## src/sv/round_robin_thread_scheduler_top_assert.svh

```systemverilog
// Assertion macros for the run-queue scheduler.
// Depends on nothing; included inside module bodies.
`ifndef ROUND_ROBIN_THREAD_SCHEDULER_TOP_ASSERT_SVH
`define ROUND_ROBIN_THREAD_SCHEDULER_TOP_ASSERT_SVH

// implication checked at every edge outside reset
`define RRTS_ASSERT_IMPL(lbl, clk, rstn, ante, cons) \
  lbl: assert property (@(posedge clk) disable iff (!rstn) (ante) |-> (cons)) \
    else $error("assertion failed");

// plain invariant checked at every edge outside reset
`define RRTS_ASSERT_ALWAYS(lbl, clk, rstn, prop) \
  lbl: assert property (@(posedge clk) disable iff (!rstn) (prop)) \
    else $error("assertion failed");

`endif

```

## src/sv/rrts_pkg.sv

```systemverilog
// Shared types and codes for the run-queue scheduler.
// No dependencies.
`timescale 1ns / 1ps
package rrts_pkg;

  localparam int MAX_THREADS = 64;

  localparam logic [1:0] CMD_TICK  = 2'd0;
  localparam logic [1:0] CMD_YIELD = 2'd1;
  localparam logic [1:0] CMD_MKRUN = 2'd2;
  localparam logic [1:0] CMD_START = 2'd3;

  localparam logic [2:0] ST_RUNNING  = 3'd0;
  localparam logic [2:0] ST_RUNNABLE = 3'd1;
  localparam logic [2:0] ST_DEAD     = 3'd4;
  localparam logic [2:0] ST_UNINIT   = 3'd5;

  localparam logic [2:0] ERR_OK        = 3'd0;
  localparam logic [2:0] ERR_BAD_STAT  = 3'd1;
  localparam logic [2:0] ERR_NOT_RUNBL = 3'd2;
  localparam logic [2:0] ERR_ALREADY   = 3'd3;
  localparam logic [2:0] ERR_EMPTY     = 3'd4;
  localparam logic [2:0] ERR_NO_INIT   = 3'd5;

  localparam logic [7:0] SLICE_RESET = 8'd2;

  typedef enum logic [7:0] {
    S_IDLE = 8'b0000_0001,
    S_CHK  = 8'b0000_0010,
    S_MOD  = 8'b0000_0100,
    S_ENQ  = 8'b0000_1000,
    S_ULA  = 8'b0001_0000,
    S_ULB  = 8'b0010_0000,
    S_RUN  = 8'b0100_0000,
    S_DONE = 8'b1000_0000
  } seq_state_t;

endpackage

```

## src/sv/round_robin_thread_scheduler_top.sv

```systemverilog
// Round-robin run-queue scheduler: status table, linked run queue, sequencer.
// Depends on rrts_pkg and round_robin_thread_scheduler_top_assert.svh.
//
// Use: one command beat in on the in_ channel (valid/ready), one result beat
// out on the out_ channel. cfg_we writes slice_ticks at once; write it only
// while the block is idle.
// Steps: yield, make-runnable and start pass through a check step on the
// registered status read, then an enqueue step, a two-step unlink and a run
// step as the command needs. A tick on a running thread first takes a
// bit-serial remainder of tick_number by slice_ticks, and when it rotates
// it then takes the enqueue, unlink and run steps.
// Flow: one command at a time; in_ready is high only while the sequencer
// is idle, so a new command is not taken before the last one is through
// its steps. The result sits in an output register, so the next command is
// taken while a result waits; a finished command then holds in its last
// step until out_ready frees the register.
// Reset: synchronous, active low. All threads read as uninitialised through
// per-entry valid bits, the queue is empty and nothing runs; link memories
// are not cleared and need no clearing pass.
`timescale 1ns / 1ps
module round_robin_thread_scheduler_top (
  input  logic       clk,
  input  logic       rst_n,
  input  logic       cfg_we,
  input  logic [7:0] cfg_slice_ticks,
  input  logic       in_valid,
  output logic       in_ready,
  input  logic [1:0] in_cmd,
  input  logic [5:0] in_thread_id,
  input  logic       in_target_valid,
  input  logic [2:0] in_yield_status,
  input  logic       in_enqueue_only,
  input  logic [31:0] in_tick_number,
  output logic       out_valid,
  input  logic       out_ready,
  output logic [2:0] out_error_code,
  output logic [5:0] out_running_id,
  output logic       out_running_valid,
  output logic       out_switched,
  output logic [5:0] out_previous_id,
  output logic [6:0] out_queue_count
);
  import rrts_pkg::*;

  localparam int IW = (MAX_THREADS > 1) ? $clog2(MAX_THREADS) : 1;

  seq_state_t state_r, state_nxt;

  logic [7:0]    slice_r;
  logic [IW-1:0] head_r, head_nxt, tail_r, tail_nxt, cur_r, cur_nxt;
  logic [6:0]    count_r, count_nxt;
  logic          cur_vld_r, cur_vld_nxt, started_r, started_nxt;

  // captured command
  logic [1:0]    cmd_r;
  logic [IW-1:0] tid_r;
  logic          oor_r, tvalid_r, ssafe_r;
  logic [2:0]    sstat_r;
  logic [31:0]   div_r;
  logic [7:0]    rem_r;
  logic [4:0]    bit_cnt_r;

  // plan
  logic          had_r;
  logic [IW-1:0] prev_id_r;
  logic [2:0]    err_r;
  logic          enq_r, ul_r, ul_head_r, run_r;
  logic [IW-1:0] enq_id_r, ul_id_r, run_id_r;

  // memories
  logic [2:0]    st_mem [MAX_THREADS];
  logic [MAX_THREADS-1:0] st_vld_r;
  logic [IW-1:0] nx_mem [MAX_THREADS];
  logic [IW-1:0] pv_mem [MAX_THREADS];
  logic [2:0]    st_q;
  logic          st_qv;
  logic [IW-1:0] nxt_q, prv_q;
  logic [2:0]    st_rd;

  logic          st_we, nx_we, pv_we;
  logic [IW-1:0] st_wa, nx_wa, pv_wa, nx_wd, pv_wd;
  logic [2:0]    st_wd;

  logic          accept, out_load;
  logic          oor_c;
  logic [IW-1:0] tid_c;

  // plan from the check step
  logic          p_enq, p_ul, p_ul_head, p_run, p_wst, p_mod, p_start;
  logic [IW-1:0] p_enq_id, p_ul_id, p_run_id;
  logic [2:0]    p_err;
  logic          tid_is_cur, tid_queued;

  // remainder step
  logic [7:0]    slice_eff;
  logic [8:0]    rem_sh;
  logic [7:0]    rem_new;
  logic          rot;
  logic [IW-1:0] ul_y;

  assign in_ready = (state_r == S_IDLE);
  assign accept   = in_valid && in_ready;
  assign out_load = (state_r == S_DONE) && (!out_valid || out_ready);

  assign oor_c = int'(in_thread_id) >= MAX_THREADS;
  assign tid_c = oor_c ? '0 : IW'(in_thread_id);
  assign st_rd = st_qv ? st_q : ST_UNINIT;

  assign slice_eff = (slice_r == 8'd0) ? 8'd1 : slice_r;
  assign rem_sh    = {rem_r, div_r[31]};
  assign rem_new   = (rem_sh >= {1'b0, slice_eff}) ? 8'(rem_sh - {1'b0, slice_eff})
                                                   : rem_sh[7:0];
  assign rot       = (rem_new == 8'd0);
  assign ul_y      = ul_head_r ? head_r : ul_id_r;

  assign tid_is_cur = (tid_r == cur_r);
  assign tid_queued = tid_is_cur ? (sstat_r == ST_RUNNABLE) : (st_rd == ST_RUNNABLE);

  always_comb begin
    p_err = ERR_OK;
    p_enq = 1'b0; p_enq_id = cur_r;
    p_ul = 1'b0; p_ul_head = 1'b0; p_ul_id = tid_r;
    p_run = 1'b0; p_run_id = tid_r;
    p_wst = 1'b0; p_mod = 1'b0; p_start = 1'b0;
    unique case (cmd_r)
      CMD_TICK: begin
        if (!started_r) p_err = ERR_NO_INIT;
        else if (cur_vld_r) p_mod = 1'b1;
      end
      CMD_YIELD: begin
        if (!started_r || !cur_vld_r) begin
          p_err = ERR_NO_INIT;
        end else if (sstat_r < ST_RUNNABLE || sstat_r > ST_DEAD) begin
          p_err = ERR_BAD_STAT;
        end else if (tvalid_r && (oor_r ||
                     (st_rd != ST_RUNNABLE && st_rd != ST_RUNNING))) begin
          p_err = ERR_NOT_RUNBL;
        end else if (!tvalid_r && sstat_r != ST_RUNNABLE && count_r == 7'd0) begin
          p_err = ERR_EMPTY;
        end else begin
          p_wst = (sstat_r != ST_RUNNABLE);
          p_enq = (sstat_r == ST_RUNNABLE);
          p_run = 1'b1;
          if (tvalid_r) begin
            p_ul = tid_queued;
          end else begin
            p_ul = 1'b1;
            p_ul_head = 1'b1;
          end
        end
      end
      CMD_MKRUN: begin
        if (oor_r) begin
          p_err = ERR_NOT_RUNBL;
        end else begin
          p_start = 1'b1;
          if (st_rd == ST_RUNNABLE || st_rd == ST_RUNNING) begin
            p_err = ERR_ALREADY;
          end else if (st_rd == ST_UNINIT || ssafe_r || !cur_vld_r) begin
            p_enq = 1'b1;
            p_enq_id = tid_r;
          end else begin
            p_enq = 1'b1;
            p_run = 1'b1;
          end
        end
      end
      CMD_START: begin
        if (!started_r) p_err = ERR_NO_INIT;
        else if (cur_vld_r) p_err = ERR_OK;
        else if (count_r == 7'd0) p_err = ERR_EMPTY;
        else begin
          p_ul = 1'b1;
          p_ul_head = 1'b1;
          p_run = 1'b1;
        end
      end
      default: p_err = ERR_OK;
    endcase
  end

  always_comb begin
    state_nxt   = state_r;
    head_nxt    = head_r;
    tail_nxt    = tail_r;
    count_nxt   = count_r;
    cur_nxt     = cur_r;
    cur_vld_nxt = cur_vld_r;
    started_nxt = started_r;
    st_we = 1'b0; st_wa = cur_r; st_wd = sstat_r;
    nx_we = 1'b0; nx_wa = tail_r; nx_wd = enq_id_r;
    pv_we = 1'b0; pv_wa = enq_id_r; pv_wd = tail_r;
    unique case (state_r)
      S_IDLE: if (accept) state_nxt = S_CHK;
      S_CHK: begin
        if (p_start) started_nxt = 1'b1;
        st_we = p_wst;
        if (p_mod) state_nxt = S_MOD;
        else if (p_enq) state_nxt = S_ENQ;
        else if (p_ul) state_nxt = S_ULA;
        else if (p_run) state_nxt = S_RUN;
        else state_nxt = S_DONE;
      end
      S_MOD: begin
        if (bit_cnt_r == 5'd31) state_nxt = rot ? S_ENQ : S_DONE;
      end
      S_ENQ: begin
        st_we = 1'b1; st_wa = enq_id_r; st_wd = ST_RUNNABLE;
        if (count_r == 7'd0) begin
          head_nxt = enq_id_r;
        end else begin
          nx_we = 1'b1;
          pv_we = 1'b1;
        end
        tail_nxt  = enq_id_r;
        count_nxt = count_r + 7'd1;
        if (ul_r) state_nxt = S_ULA;
        else if (run_r) state_nxt = S_RUN;
        else state_nxt = S_DONE;
      end
      S_ULA: state_nxt = S_ULB;
      S_ULB: begin
        if (ul_id_r == head_r) head_nxt = nxt_q;
        else begin
          nx_we = 1'b1; nx_wa = prv_q; nx_wd = nxt_q;
        end
        if (ul_id_r == tail_r) tail_nxt = prv_q;
        else begin
          pv_we = 1'b1; pv_wa = nxt_q; pv_wd = prv_q;
        end
        count_nxt = count_r - 7'd1;
        if (count_r == 7'd1) begin
          head_nxt = '0;
          tail_nxt = '0;
        end
        state_nxt = run_r ? S_RUN : S_DONE;
      end
      S_RUN: begin
        st_we = 1'b1; st_wa = run_id_r; st_wd = ST_RUNNING;
        cur_nxt     = run_id_r;
        cur_vld_nxt = 1'b1;
        state_nxt   = S_DONE;
      end
      S_DONE: if (out_load) state_nxt = S_IDLE;
      default: state_nxt = S_IDLE;
    endcase
  end

  always_ff @(posedge clk) begin
    if (!rst_n) begin
      state_r   <= S_IDLE;
      slice_r   <= SLICE_RESET;
      head_r    <= '0;
      tail_r    <= '0;
      count_r   <= '0;
      cur_r     <= '0;
      cur_vld_r <= 1'b0;
      started_r <= 1'b0;
      st_vld_r  <= '0;
      out_valid <= 1'b0;
    end else begin
      state_r   <= state_nxt;
      head_r    <= head_nxt;
      tail_r    <= tail_nxt;
      count_r   <= count_nxt;
      cur_r     <= cur_nxt;
      cur_vld_r <= cur_vld_nxt;
      started_r <= started_nxt;
      if (cfg_we) slice_r <= cfg_slice_ticks;
      if (st_we) st_vld_r[st_wa] <= 1'b1;
      if (out_load) out_valid <= 1'b1;
      else if (out_ready) out_valid <= 1'b0;
    end
  end

  // status and link memories
  always_ff @(posedge clk) begin
    if (st_we) st_mem[st_wa] <= st_wd;
    if (nx_we) nx_mem[nx_wa] <= nx_wd;
    if (pv_we) pv_mem[pv_wa] <= pv_wd;
    if (accept) begin
      st_q  <= st_mem[tid_c];
      st_qv <= st_vld_r[tid_c];
    end
    if (state_r == S_ULA) begin
      nxt_q <= nx_mem[ul_y];
      prv_q <= pv_mem[ul_y];
    end
  end

  // command capture and plan
  always_ff @(posedge clk) begin
    if (accept) begin
      cmd_r    <= in_cmd;
      tid_r    <= tid_c;
      oor_r    <= oor_c;
      tvalid_r <= in_target_valid;
      sstat_r  <= in_yield_status;
      ssafe_r  <= in_enqueue_only;
      div_r    <= in_tick_number;
    end
    if (state_r == S_CHK) begin
      had_r     <= cur_vld_r;
      prev_id_r <= cur_vld_r ? cur_r : '0;
      err_r     <= p_err;
      enq_r     <= p_enq;
      enq_id_r  <= p_enq_id;
      ul_r      <= p_ul;
      ul_head_r <= p_ul_head;
      ul_id_r   <= p_ul_id;
      run_r     <= p_run;
      run_id_r  <= p_run_id;
      rem_r     <= '0;
      bit_cnt_r <= '0;
    end
    if (state_r == S_MOD) begin
      rem_r     <= rem_new;
      div_r     <= {div_r[30:0], 1'b0};
      bit_cnt_r <= bit_cnt_r + 5'd1;
      if (bit_cnt_r == 5'd31) begin
        enq_r     <= rot;
        enq_id_r  <= cur_r;
        ul_r      <= rot;
        ul_head_r <= 1'b1;
        run_r     <= rot;
      end
    end
    if (state_r == S_ULA) begin
      ul_id_r <= ul_y;
      if (ul_head_r) run_id_r <= ul_y;
    end
    if (out_load) begin
      out_error_code    <= err_r;
      out_running_id    <= cur_vld_r ? 6'(cur_r) : 6'd0;
      out_running_valid <= cur_vld_r;
      out_switched      <= cur_vld_r && (!had_r || cur_r != prev_id_r);
      out_previous_id   <= 6'(prev_id_r);
      out_queue_count   <= count_r;
    end
  end

`include "round_robin_thread_scheduler_top_assert.svh"

  `RRTS_ASSERT_ALWAYS(a_count_range, clk, rst_n, int'(count_r) <= MAX_THREADS)
  `RRTS_ASSERT_IMPL(a_empty_ptrs, clk, rst_n, state_r == S_IDLE && count_r == 7'd0,
    head_r == '0 && tail_r == '0)
  `RRTS_ASSERT_IMPL(a_err_no_switch, clk, rst_n, out_valid && out_error_code != ERR_OK,
    !out_switched)

endmodule

```

## config.mk

```make
export PLATFORM = sky130hd
export DESIGN_NAME = round_robin_thread_scheduler_top
export DESIGN_NICKNAME = d
export VERILOG_FILES = /design/src/sv/rrts_pkg.sv /design/src/sv/round_robin_thread_scheduler_top.sv
export VERILOG_INCLUDE_DIRS = /design/src /design/src/sv
export SDC_FILE = /design/constraint.sdc
export NUM_CORES = 2
export LEC_CHECK = 0
export BUFFER_PORTS_ARGS = -buffer_cell sky130_fd_sc_hd__buf_2
export CAP_MARGIN = 20
export CORE_MARGIN = 2
export CORE_UTILIZATION = 50
export DETAILED_ROUTE_END_ITERATION = 7
export PLACE_DENSITY_LB_ADDON = 0.15
export SYNTH_ARGS = -nofsm -noshare
export SYNTH_HDL_FRONTEND = slang
export SYNTH_SLANG_ARGS = --single-unit
```

## constraint.sdc

```tcl
create_clock -name clk -period 12.7 [get_ports clk]
set_input_delay 1.27 -clock clk [delete_from_list [all_inputs] [get_ports clk]]
set_output_delay 1.27 -clock clk [all_outputs]
set_load 0.05 [all_outputs]
```

# ---- Word level (Yosys, flattened, before mapping)
# Memories as Yosys holds them, arrays and structs flattened. A register that Yosys moved wholly into a read port is not among the register bits.
# Cells that the tools add are included.
dict set report op_classes {
  addsub 4
  order_cmp 6
  eq_ne 28
  muxes 125
  bitwise 1
  reduce_logical 36
}
# op count
set op_table {}
lappend op_table {{$mux 6} 26}
lappend op_table {{$mux 8} 14}
lappend op_table {{$mux 32} 2}
lappend op_table {{$or 64x64->64} 1}
lappend op_table {{$pmux 8 s8} 1}
lappend op_table {{$mux 1} 55}
lappend op_table {{$pmux 6 s2} 3}
lappend op_table {{$mux 3} 9}
lappend op_table {{$eq 6x6->1} 3}
lappend op_table {{$logic_not 8->1} 2}
lappend op_table {{$lt 6x7->1 const B} 2}
lappend op_table {{$pmux 7 s2} 1}
lappend op_table {{$pmux 1 s2} 6}
lappend op_table {{$pmux 3 s4} 1}
lappend op_table {{$mux 5} 2}
lappend op_table {{$reduce_bool 2->1} 5}
lappend op_table {{$ge 9x8->1} 1}
lappend op_table {{$eq 8x1->1 const B} 1}
lappend op_table {{$eq 8x2->1 const B} 1}
lappend op_table {{$eq 8x3->1 const B} 1}
lappend op_table {{$eq 8x4->1 const B} 1}
lappend op_table {{$eq 8x5->1 const B} 1}
lappend op_table {{$eq 8x6->1 const B} 1}
lappend op_table {{$eq 8x7->1 const B} 1}
lappend op_table {{34 further kinds} 59}
dict set report totals {
  register_bits 222
  ram_bits 960
  inputBits 58
  out_inout_bits 26
  word_cells 238
  memories 3
}
# memory words width rd rd_ports_with_merged_regs write_ports line_no
set memory_table {}
lappend memory_table {nx_mem 64 6 1 1 1 round_robin_thread_scheduler_top.sv:73} ;# logic [IW-1:0] nx_mem [MAX_THREADS];
lappend memory_table {pv_mem 64 6 1 1 1 round_robin_thread_scheduler_top.sv:74} ;# logic [IW-1:0] pv_mem [MAX_THREADS];
lappend memory_table {st_mem 64 3 1 1 1 round_robin_thread_scheduler_top.sv:71} ;# logic [2:0] st_mem [MAX_THREADS];

# ---- Longest topological paths before layout
dict set report logic_depth {
  ltp_word 13
  mapped_depth 11
}

# ---- Least setup slack after synthesis
# No wires, ideal clock.
dict set report synth_path {
  kind {reg2reg}
  from {register ul_id_r[3]}
  to {memory nx_mem[0][1] (netlist bit) (data pin)}
  setup_ns 0.702
  t_arrival_ns 3.790
  slack_ns 8.208
  path_stages_with_launch 6
  path_buffers 1
  synth_period_minus_slack_ns 4.492
  cell_sequence {edfxtp_1 > xor2_1 > nor4_1 > a31oi_1 > clkbuf_1 > o21ai_0}
}
dict set report synth_via {
  elab_chain_cells 3
}
# item line_no
set synth_rtl {}
lappend synth_rtl {{start, declared} round_robin_thread_scheduler_top.sv:68} ;# logic [IW-1:0] enq_id_r, ul_id_r, run_id_r;
lappend synth_rtl {{start signal, assigned} round_robin_thread_scheduler_top.sv:310} ;# ul_id_r <= p_ul_id;
lappend synth_rtl {{start signal, assigned} round_robin_thread_scheduler_top.sv:329} ;# ul_id_r <= ul_y;
lappend synth_rtl {{$eq 6x6->1} round_robin_thread_scheduler_top.sv:223} ;# if (ul_id_r == head_r) head_nxt = nxt_q;
lappend synth_rtl {{$mux 6} round_robin_thread_scheduler_top.sv:223}
lappend synth_rtl {{$mux 6} round_robin_thread_scheduler_top.sv:193} ;# unique case (state_r)
lappend synth_rtl {{via nx_wd[1]} round_robin_thread_scheduler_top.sv:81} ;# logic [IW-1:0] st_wa, nx_wa, pv_wa, nx_wd, pv_wd;
lappend synth_rtl {{end, declared} round_robin_thread_scheduler_top.sv:73}
# The timed path passes the listed nets, and every way through them passes these cells.

# ---- Final worst setup path
dict set report layout_path {
  from {register ul_head_r}
  to {register nxt_q[2], read port of nx_mem (data pin)}
}
dict set report layout_via {
  elab_chain_cells 1
}
# item line_no
set layout_rtl {}
lappend layout_rtl {{start, declared} round_robin_thread_scheduler_top.sv:67} ;# logic enq_r, ul_r, ul_head_r, run_r;
lappend layout_rtl {{start signal, assigned} round_robin_thread_scheduler_top.sv:309} ;# ul_head_r <= p_ul_head;
lappend layout_rtl {{$mux 6} round_robin_thread_scheduler_top.sv:114} ;# assign ul_y = ul_head_r ? head_r : ul_id_r;
lappend layout_rtl {{end, declared} round_robin_thread_scheduler_top.sv:77} ;# logic [IW-1:0] nxt_q, prv_q;
# No other way between the ends.
# A chain may end at the register's enable or synchronous reset.

==> flow_summary_export.csv <==
group,metric,value,unit
cts,cts.sinks,1197,
die,core_area,96700,µm²
cts,cts_tree,"built",
final_layout,final_cell_mix,"1,073 x edfxtp_1, 292 x nor2_1, 276 x mux4_2",
hold_path,holdPathEnd,"out_error_code[0]",
setup_path,r2r_end,"nxt_q[2]",
yosys,yosysTopAreaCell,"edfxtp_1",
yosys,yosys_warnings,0,
sta,rsz0062_at_grt,"no",
sta,finalSetupTns,0,ps
routing,wl_per_cell,25.8,µm
grt,antenna_found_initial,0,
setup_path,slowest_stage,"buf_4",
setup_path,worstPathArrival,5070,ps
grt,grt_max_degree,85,
routing,dr.pass1.iters,7,
yosys,synth_edf_count,1073,
routing,wl,111000,µm
cts,clkTransAtPathRegs,60,ps
grt,grt_usage,0.224,
final_layout,drive_above_1_share,0.209,
setup_path,reg2reg_from,"ul_head_r",
cts,cts.repair.resized,0,
yosys,synthCells,2836,
placed_design,place_congestion,0.871,
pwr,p_per_area,170,nW/µm²
final_layout,fin_util,0.564,
cts,clock_path_buffers,3,
routing,drc,0,
sta,fin_ws,8060,ps
yosys,synth_nets,2913,
sta,tightest_slew,1190,ps
sta,clock-skew-final,28.8,ps
cts,cts_setup_buffers,0,
placed_design,io_buffers,83,
die,fp.dieW,316,µm
setup_path,rr_worst_depth,7,
yosys,synth_top_area_frac,0.661,
run,cap_violations,0,
yosys,async_flop_share,0,
hold_path,hold_start,"err_r[0]",
setup_path,path_common_cell,"buf_4",
setup_path,crit_path_max_incr_delay,800,ps
cts,clockRootBuffer,"clkbuf_16",
yosys,ys_types,76,
grt,grt_pass1_vias,26900,
setup_path,crit_path_end_kind,"register",
cts,holdBufCountCts,0,
yosys,netlist_top_cells_area,"edfxtp_1 66%, mux4_2 13%, dfxtp_1 5.1%",
sta,setup_viol,0,
sta,hold_viol,0,
yosys,ys_seq_area_frac,0.712,
sta,fmaxAchievable,216,MHz
yosys,synth-seq-cells,1197,
hold_path,min_path_cells,0,
setup_path,crit_type,"reg2reg",
routing,ant_nets,0,
final_layout,nFillCells,7354,
final_layout,final_common_cell,"edfxtp_1",
sta,fin_crit_sh,0.365,
placed_design,post-dp-hpwl,69400,µm
routing,vias_per_cell,6.07,
final_layout,nets,2994,
pwr,leakage,17.7,nW
yosys,ys.flop_type,"edfxtp_1",
final_layout,syn2layout_area_growth,11.9,%
sta,drv_slew,0,
cts,htree_levels,3,
grt,grt_pass1_wl,169000,µm
yosys,netlist_area,48700,µm²
setup_path,crit_path_start_kind,"register",
grt,overflow,0,
setup_path,required,13130,ps
final_layout,n_antenna_cell,0,
outcome,status,"finished clean",
die,rows,114,
hold_path,worstHoldPathType,"reg2reg",
routing,vias,26000,
setup_path,rrSetupSlack,8060,ps
die,io_pins,84,
cts,clk-insertion-delay-late,700,ps
die,start_util,0.504,
setup_path,crit_chain,"mux2i_4 > buf_4 > buf_4 > mux4_2 > mux2i_1 > o22ai_1 > or4_1",
pwr,ir_worst_vdd,0.108,mV
yosys,synth.avg_cell_area,17.2,µm²
die,die_h,316,µm
sta,min_period,4640,ps
placed_design,post-place-ws,8040,ps
cts,cts_buffers,118,
setup_path,crit_fanout,50,
die,die_area,100000,µm²
sta,max_slew_margin,0.209,
routing,drt_iter0_drc,2843,
power by group:
part	switching (mW)	total [mW]	internal (mW)
combinational	0.718	1.19	0.470
sequential	0.0682	4.57	4.50
clock	1.47	3.53	2.06
total	2.25	9.28	7.03
Yosys cell counts (all sizes together), types with 3 or more instances:
library cell / number
and2: 17
mux4: 276
xor2: 15
a21oi: 40
mux2: 12
o22ai: 56
clkbuf: 109
or2: 7
a32oi: 6
nor3: 30
edfxtp: 1073
nand2: 148
inv: 34
buf: 61
and4: 6
mux2i: 119
or3: 13
nand4: 10
a211oi: 9
nor3b: 5
a22o: 32
o31ai: 3
dfxtp: 124
a31oi: 38
o21a: 4
nor4b: 4
a21o: 4
and3: 5
o211ai: 5
nor4: 20
nor2b: 23
nor2: 293
o41ai: 3
o21ai: 91
a221oi: 10
or4: 14
nand3: 22
xnor2: 23
nand2b: 12
ha: 18
a22oi: 10
how the worst max path moves through the flow:
stage	from	end	slack, ps	cells after the start
6_report	ul_head_r	nxt_q[2]	8060	7
4_1_cts	ul_head_r	nxt_q[2]	8000	7
5_1_grt	ul_head_r	nxt_q[2]	7780	7
3_3_place_gp	ul_head_r	nxt_q[1]	8070	7
3_5_place_dp	ul_head_r	nxt_q[2]	8040	7
2_1_floorplan	ul_id_r[3]	nx_mem[0][1]	8210	5
metrics by stage:
stage,std cells,area [µm²],hold slack (ps),total power [mW]
after floorplan,2836,48700,400,5.45
after global placement,4069,50500,415,5.83
after detailed placement,4069,50500,418,5.85
after CTS,4287,54400,432,9.37
after global routing,4291,54500,443,9.60
final,4291,54500,426,9.28
registers in the layout (all words and copies together) (netlist names), 7 cells and up:
signal	count
st_mem	192
st_vld_r	64
nx_mem	384
count_r	7
state_r	8
div_r	32
slice_r	8
rem_r	8
out_queue_count	7
pv_mem	384
cell type report:
| class | count | area, µm² | share of cell area |
|---|---|---|---|
| Sequential cell | 1197 | 34700 | 0.637 |
| Multi-Input combinational cell | 1434 | 13300 | 0.244 |
| Clock buffer | 142 | 3140 | 0.0576 |
| Tap cell | 1276 | 1600 | 0.0293 |
| Timing Repair Buffer | 131 | 833 | 0.0153 |
| Clock inverter | 76 | 791 | 0.0145 |
| Inverter | 35 | 131 | 0.00241 |
metal layers:
layer  track usage  vias up  part of all wire  wire length, µm
met4        0.0614        0             0.025             2720
li1              -    11500                 -                -
met3        0.0337      191             0.055             6110
met2         0.372      872              0.49            54500
met5             0        -                 0                0
met1         0.313    13500              0.43            47200
critical path, delay by kind of cell, from the launching register on:
kind | cells | cell delay [ps]
flip-flops | 1 | 700
AND/OR/NAND/NOR | 1 | 550
multiplexers | 3 | 1420
buffers and inverters | 2 | 1430
AO/OA/AOI/OAI | 1 | 150
logic make-up after synthesis:
| logic type | after synthesis | share of synthesized area |
|---|---|---|
| simple gates | 636 | 0.0595 |
| buf+inv | 205 | 0.0167 |
| fa+ha+maj | 19 | 0.00503 |
| compound gates | 334 | 0.0451 |
| xor+xnor | 38 | 0.00683 |
| mux | 407 | 0.155 |
| flops | 1197 | 0.712 |
No activity file was read; power rests on OpenSTA's default activity.
